## src/rtl/mrrc_pkg.sv

```systemverilog
// Shared types, constants and the CRC-16/MODBUS byte update for the response checker.
package mrrc_pkg;

  localparam logic [15:0] CRC_INIT = 16'hFFFF;
  localparam logic [15:0] CRC_POLY = 16'hA001;
  localparam logic [7:0] FUNC_READ_HOLDING = 8'h03;
  localparam logic [8:0] POS_MAX = 9'd511;
  localparam logic [8:0] POS_FUNC = 9'd1;
  localparam logic [8:0] POS_COUNT = 9'd2;
  localparam logic [8:0] POS_FIRST_DATA = 9'd3;
  localparam logic [8:0] POS_MIN_LAST = 9'd4;
  localparam logic [9:0] FRAME_OVERHEAD_LAST = 10'd4;
  localparam logic [8:0] HEADER_LAST = 9'd2;

  localparam logic KIND_DATA = 1'b0;
  localparam logic KIND_VERDICT = 1'b1;

  typedef struct packed {
    logic       kind;
    logic [7:0] data;
    logic [7:0] count;
    logic       ok;
  } result_t;

  function automatic logic [15:0] crc_feed(input logic [15:0] crc, input logic [7:0] b);
    logic [15:0] c;
    c = crc ^ {8'h00, b};
    for (int k = 0; k < 8; k++) begin
      if (c[0]) begin
        c = (c >> 1) ^ CRC_POLY;
      end else begin
        c = c >> 1;
      end
    end
    return c;
  endfunction

endpackage

```

## src/rtl/mrrc_frame_core.sv

```systemverilog
// Frame state, CRC accumulation and per-byte result decision for the response checker.
module mrrc_frame_core (
  input  logic               clk,
  input  logic               rst,
  input  logic               step,
  input  logic [7:0]         byte_in,
  input  logic               last_in,
  input  logic [7:0]         max_payload,
  output logic               has_result,
  output mrrc_pkg::result_t  result
);

  logic [15:0] crc_acc;
  logic [8:0]  byte_position;
  logic [7:0]  function_seen;
  logic [7:0]  declared_count;
  logic [7:0]  older_byte;
  logic [7:0]  newer_byte;

  logic [15:0] crc_acc_next;
  logic [8:0]  byte_position_next;
  logic [7:0]  function_seen_next;
  logic [7:0]  declared_count_next;
  logic        frame_pass;
  logic        in_payload;

  always_comb begin
    crc_acc_next = crc_acc;
    if (byte_position >= mrrc_pkg::POS_COUNT) begin
      crc_acc_next = mrrc_pkg::crc_feed(crc_acc, older_byte);
    end
    function_seen_next = (byte_position == mrrc_pkg::POS_FUNC) ? byte_in : function_seen;
    declared_count_next = (byte_position == mrrc_pkg::POS_COUNT) ? byte_in : declared_count;
    byte_position_next = (byte_position < mrrc_pkg::POS_MAX) ? byte_position + 9'd1
                                                             : byte_position;
    frame_pass = (byte_position >= mrrc_pkg::POS_MIN_LAST)
              && (crc_acc_next == {byte_in, newer_byte})
              && (function_seen_next == mrrc_pkg::FUNC_READ_HOLDING)
              && ({1'b0, byte_position} ==
                  ({2'b00, declared_count_next} + mrrc_pkg::FRAME_OVERHEAD_LAST))
              && (declared_count_next <= max_payload);
    in_payload = (byte_position >= mrrc_pkg::POS_FIRST_DATA)
              && ({1'b0, byte_position} <=
                  ({2'b00, declared_count_next} + {1'b0, mrrc_pkg::HEADER_LAST}));
    has_result = last_in || in_payload;
    if (last_in) begin
      result.kind  = mrrc_pkg::KIND_VERDICT;
      result.data  = 8'h00;
      result.count = frame_pass ? declared_count_next : 8'h00;
      result.ok    = frame_pass;
    end else begin
      result.kind  = mrrc_pkg::KIND_DATA;
      result.data  = byte_in;
      result.count = 8'h00;
      result.ok    = 1'b0;
    end
  end

  always_ff @(posedge clk) begin
    if (rst || (step && last_in)) begin
      crc_acc        <= mrrc_pkg::CRC_INIT;
      byte_position  <= '0;
      function_seen  <= '0;
      declared_count <= '0;
      older_byte     <= '0;
      newer_byte     <= '0;
    end else if (step) begin
      crc_acc        <= crc_acc_next;
      byte_position  <= byte_position_next;
      function_seen  <= function_seen_next;
      declared_count <= declared_count_next;
      older_byte     <= newer_byte;
      newer_byte     <= byte_in;
    end
  end

endmodule

```

## config.mk

```make
export PLATFORM = sky130hd
export DESIGN_NAME = mrrc_frame_core
export DESIGN_NICKNAME = d
export VERILOG_FILES = /design/src/rtl/mrrc_pkg.sv /design/src/rtl/mrrc_frame_core.sv
export SDC_FILE = /design/constraint.sdc
export NUM_CORES = 1
export LEC_CHECK = 0
export ABC_AREA = 1
export BUFFER_PORTS_ARGS = -buffer_cell sky130_fd_sc_hd__buf_2
export CORE_MARGIN = 3
export CORE_UTILIZATION = 50
export CTS_CLUSTER_DIAMETER = 30
export DETAILED_ROUTE_END_ITERATION = 8
export PLACE_DENSITY = 0.69
export SYNTH_ARGS = -nofsm -noshare
export SYNTH_HDL_FRONTEND = slang
export SYNTH_SLANG_ARGS = --single-unit
```

## constraint.sdc

```tcl
create_clock -name clk -period 4.17 [get_ports clk]
set_input_delay 0.417 -clock clk [delete_from_list [all_inputs] [get_ports clk]]
set_output_delay 0.417 -clock clk [all_outputs]
set_load 0.03 [all_outputs]
```

==> results.py <==
metrics = {
    "synthesis": {
        "yosysSeqAreaShare_pct": 25.6,
        "syn_inst": 744,
        "async_flop_share_pct": 0,
        "synth_area_sq_um": 4450,
        "synth.avg_cell_area_sq_um": 5.98,
        "synthTopCellsByArea": "dfxtp_1 (26%), nand2_1 (23%), nand3_1 (7.3%)",
        "synth_flop_cell": "dfxtp_1",
        "ys_types": 37,
        "ys_ff_latch": 57,
        "netlist_top_cells_count": "nand2_1 (274), inv_1 (85), nand3_1 (65)",
        "synth_enable_flop_cells": 0,
        "yosysTopAreaCellShare_pct": 25.6,
        "yosys_warnings": 0,
        "syn-num-nets": 786,
        "yosysMostFrequentCell": "nand2_1",
        "post-synth-top-area-cell": "dfxtp_1",
    },
    "global_routing": {
        "gr-usage-all-layers_pct": 27.0,
        "grt_pass1_vias": 4279,
        "grt_max_degree": 53,
        "antenna_found_initial": 0,
        "overflow": 0,
        "grt_pass1_wl_mm": 21.2,
    },
    "critical_path": {
        "slowest_stage": "dfxtp_2",
        "r2r_cells": 12,
        "crit_arrival_ns": 3.66,
        "regToRegSetupSlack_ns": 1.86,
        "end_kind": "primary output",
        "cpPeakStageDelay_ns": 0.34,
        "crit_end": "result[8]",
        "crit_type": "flip-flop to primary output",
        "worstPathMaxFanout": 8,
        "cp.required_ns": 3.75,
        "cpMostUsedCell": "nor2_1",
        "worstSetupStartpoint": "byte_position[0]",
        "r2r-start": "byte_position[2]",
        "crit_chain": "inv_2 > ha_1 > nand2_2 > nor2_8 > nand2_8 > inv_4 > nor2_1 > a21oi_2 > inv_2 > ha_4 > nor2_1 > nand2_1 > nor2_1 > nand2_1 > nor2_1 > nand3_1 > nor2_1 > nand2_1 > nor2_1 > nand2_1 > nor2_4 > nand3_4 > nor3_2 > buf_4",
        "cp-start-kind": "flip-flop",
        "r2r_end": "byte_position[8]",
    },
    "floorplan": {
        "start_util_pct": 52.8,
        "ios": 39,
        "die_h_um": 100,
        "dieArea_sq_um": 10100,
        "core_sq_um": 8420,
        "die_w_um": 100,
        "rows": 33,
    },
    "route": {
        "drc": 0,
        "via_per_inst": 5.50,
        "wl_met3_mm": 1.43,
        "met1Wirelength_mm": 6.06,
        "num_vias": 4959,
        "drt_iter0_drc": 441,
        "top_layer": "met4",
        "dr_wl_met2_mm": 6.06,
        "drt_wl_total_mm": 13.9,
        "ant_nets": 0,
        "drt_pre_antenna_iters": 6,
        "detail_route.wl_per_cell_um": 15.4,
    },
    "power_and_ir_drop": {
        "p_per_area_nw_per_um2": 301,
        "leakage_nw": 2.69,
        "vdd_ir_drop_max_mv": 0.218,
    },
    "layout": {
        "fin_area_sq_um": 5130,
        "final_nets": 834,
        "final_core_util_pct": 60.9,
        "areaGrowthSynthToFinish_pct": 15.3,
        "drive_gt1_share_pct": 15.8,
        "antenna_cells": 0,
    },
    "timing": {
        "fmax_mhz": 245,
        "rsz0062_at_grt": "true",
        "hold_violations": 0,
        "timing.final.crit_share_pct": 97.7,
        "clock_skew_ns": 0.00799,
        "drv_slew": 0,
        "setup_viol": 0,
        "slew_headroom_pct": 32.4,
        "period_needed_ns": 4.08,
        "tightest_slew_ns": 1.01,
    },
    "clock_tree": {
        "hold_buffers": 0,
        "cts_tree": "built",
        "clock-sinks": 57,
        "max-clock-path-buffers": 2,
        "clk_latency_ns": 0.35,
        "numCtsBuffers": 9,
        "cts_root_buffer": "clkbuf_8",
        "h-tree-depth": 3,
        "clkTransAtPathRegs_ns": 0.08,
    },
    "flow_run": {
        "drv_cap": 0,
    },
    "placed_design": {
        "port_buffers": 38,
        "hpwlAfterDp_mm": 9.80,
        "gp_congestion": 0.967,
        "place_area_sq_um": 4720,
    },
    "outcome": {
        "status": "finished, final reports clean",
    },
    "hold_path": {
        "hold_class": "input pin to flip-flop",
    },
}
logic make-up after synthesis:
| group | after synthesis | synth area share, % |
|---|---|---|
| buffers and inverters | 118 | 10.5 |
| AOI/OAI and AO/OA | 101 | 12.1 |
| DFF | 57 | 25.6 |
| and+or+nand+nor | 438 | 43.6 |
| adders and majority gates | 22 | 6.18 |
| xor gates and xnor gates | 8 | 1.88 |
final cells by class:
type | count | area (sq um)
clock inverters | 5 | 31.3
clock buffers | 11 | 141
fillers | 844 | 3290
multi-input cells | 571 | 2930
well taps | 105 | 131
repair buffers | 58 | 384
inverters | 95 | 362
flip-flops and latches | 57 | 1150
worst min-delay path by stage:
stage	start	to	slack [ns]	depth (start not counted)
3_5_place_dp	older_byte[2]	older_byte[2]	0.47	2
2_1_floorplan	function_seen[4]	function_seen[4]	0.45	2
5_1_grt	byte_in[4]	newer_byte[4]	0.39	3
4_1_cts	byte_in[5]	newer_byte[5]	0.36	3
3_3_place_gp	function_seen[4]	function_seen[4]	0.46	2
6_report	byte_in[5]	newer_byte[5]	0.37	3
registers in the layout, summed over array words and instances, names as in the netlist:
name and cells:
newer_byte 8, declared_count 8, older_byte 8, crc_acc 16, byte_position 9, function_seen 8
critical path, delay by kind of cell (launching register included):
kind,cells,cell delay [ns]
compound gates,1,0.13
fa+ha+maj,2,0.41
buf+inv,4,0.47
flops,1,0.34
simple gates,17,1.94
metrics by stage:
step / power, mW / instances / setup TNS, ns / worst slack (ns) / hold slack [ns]
floorplan: 0.915 / 744 / 0 / 0.394 / 0.449
detailed placement: 1.03 / 871 / 0 / 0.237 / 0.471
finish: 1.55 / 902 / 0 / 0.0942 / 0.368
global route: 1.63 / 902 / -0.271 / -0.0822 / 0.394
global placement: 1.02 / 871 / 0 / 0.421 / 0.463
CTS: 1.51 / 890 / 0 / 0.0191 / 0.357
cells in the final DEF (no fill, tap or decap), types with 2 or more instances in the layout:
cell      count
nor2_1       55
nand2_2       8
buf_4        24
nand2_1     273
clkinv_2      3
o21ai_0      32
nor2_2        4
dfxtp_1      55
nand4_1       3
nand3_1      65
ha_4          2
a21oi_1      51
xnor2_1       2
nand3b_1      4
nand2_4       7
nor3_2        7
inv_4         2
nor2_8        2
o211ai_1      9
inv_1        82
nor3_1        6
clkbuf_8     10
inv_2        10
nand3_4       2
xor2_1        5
a21oi_2       2
ha_1         20
o21ai_1       2
buf_2        30
power breakdown:
part	total [mW]	internal (mW)	switching (mW)
Sequential	0.592	0.571	0.0214
Combinational	0.467	0.152	0.315
Clock	0.487	0.230	0.257
layer usage:
metal / up-vias / track usage [%]
met5: - / 0
met1: 2230 / 39.4
met3: 29 / 4.38
met2: 242 / 40.7
li1: 2458 / -
met4: 0 / 8.08
timing repair:
item | CTS | global route
setup buffers | 2 | 11
pin swaps | 2 | 10
setup endpoints to repair | 10 | 10
gates cloned | 1 | 1
gates resized for setup | 5 | 30
Note: power is estimated with default switching activity, not from simulation.
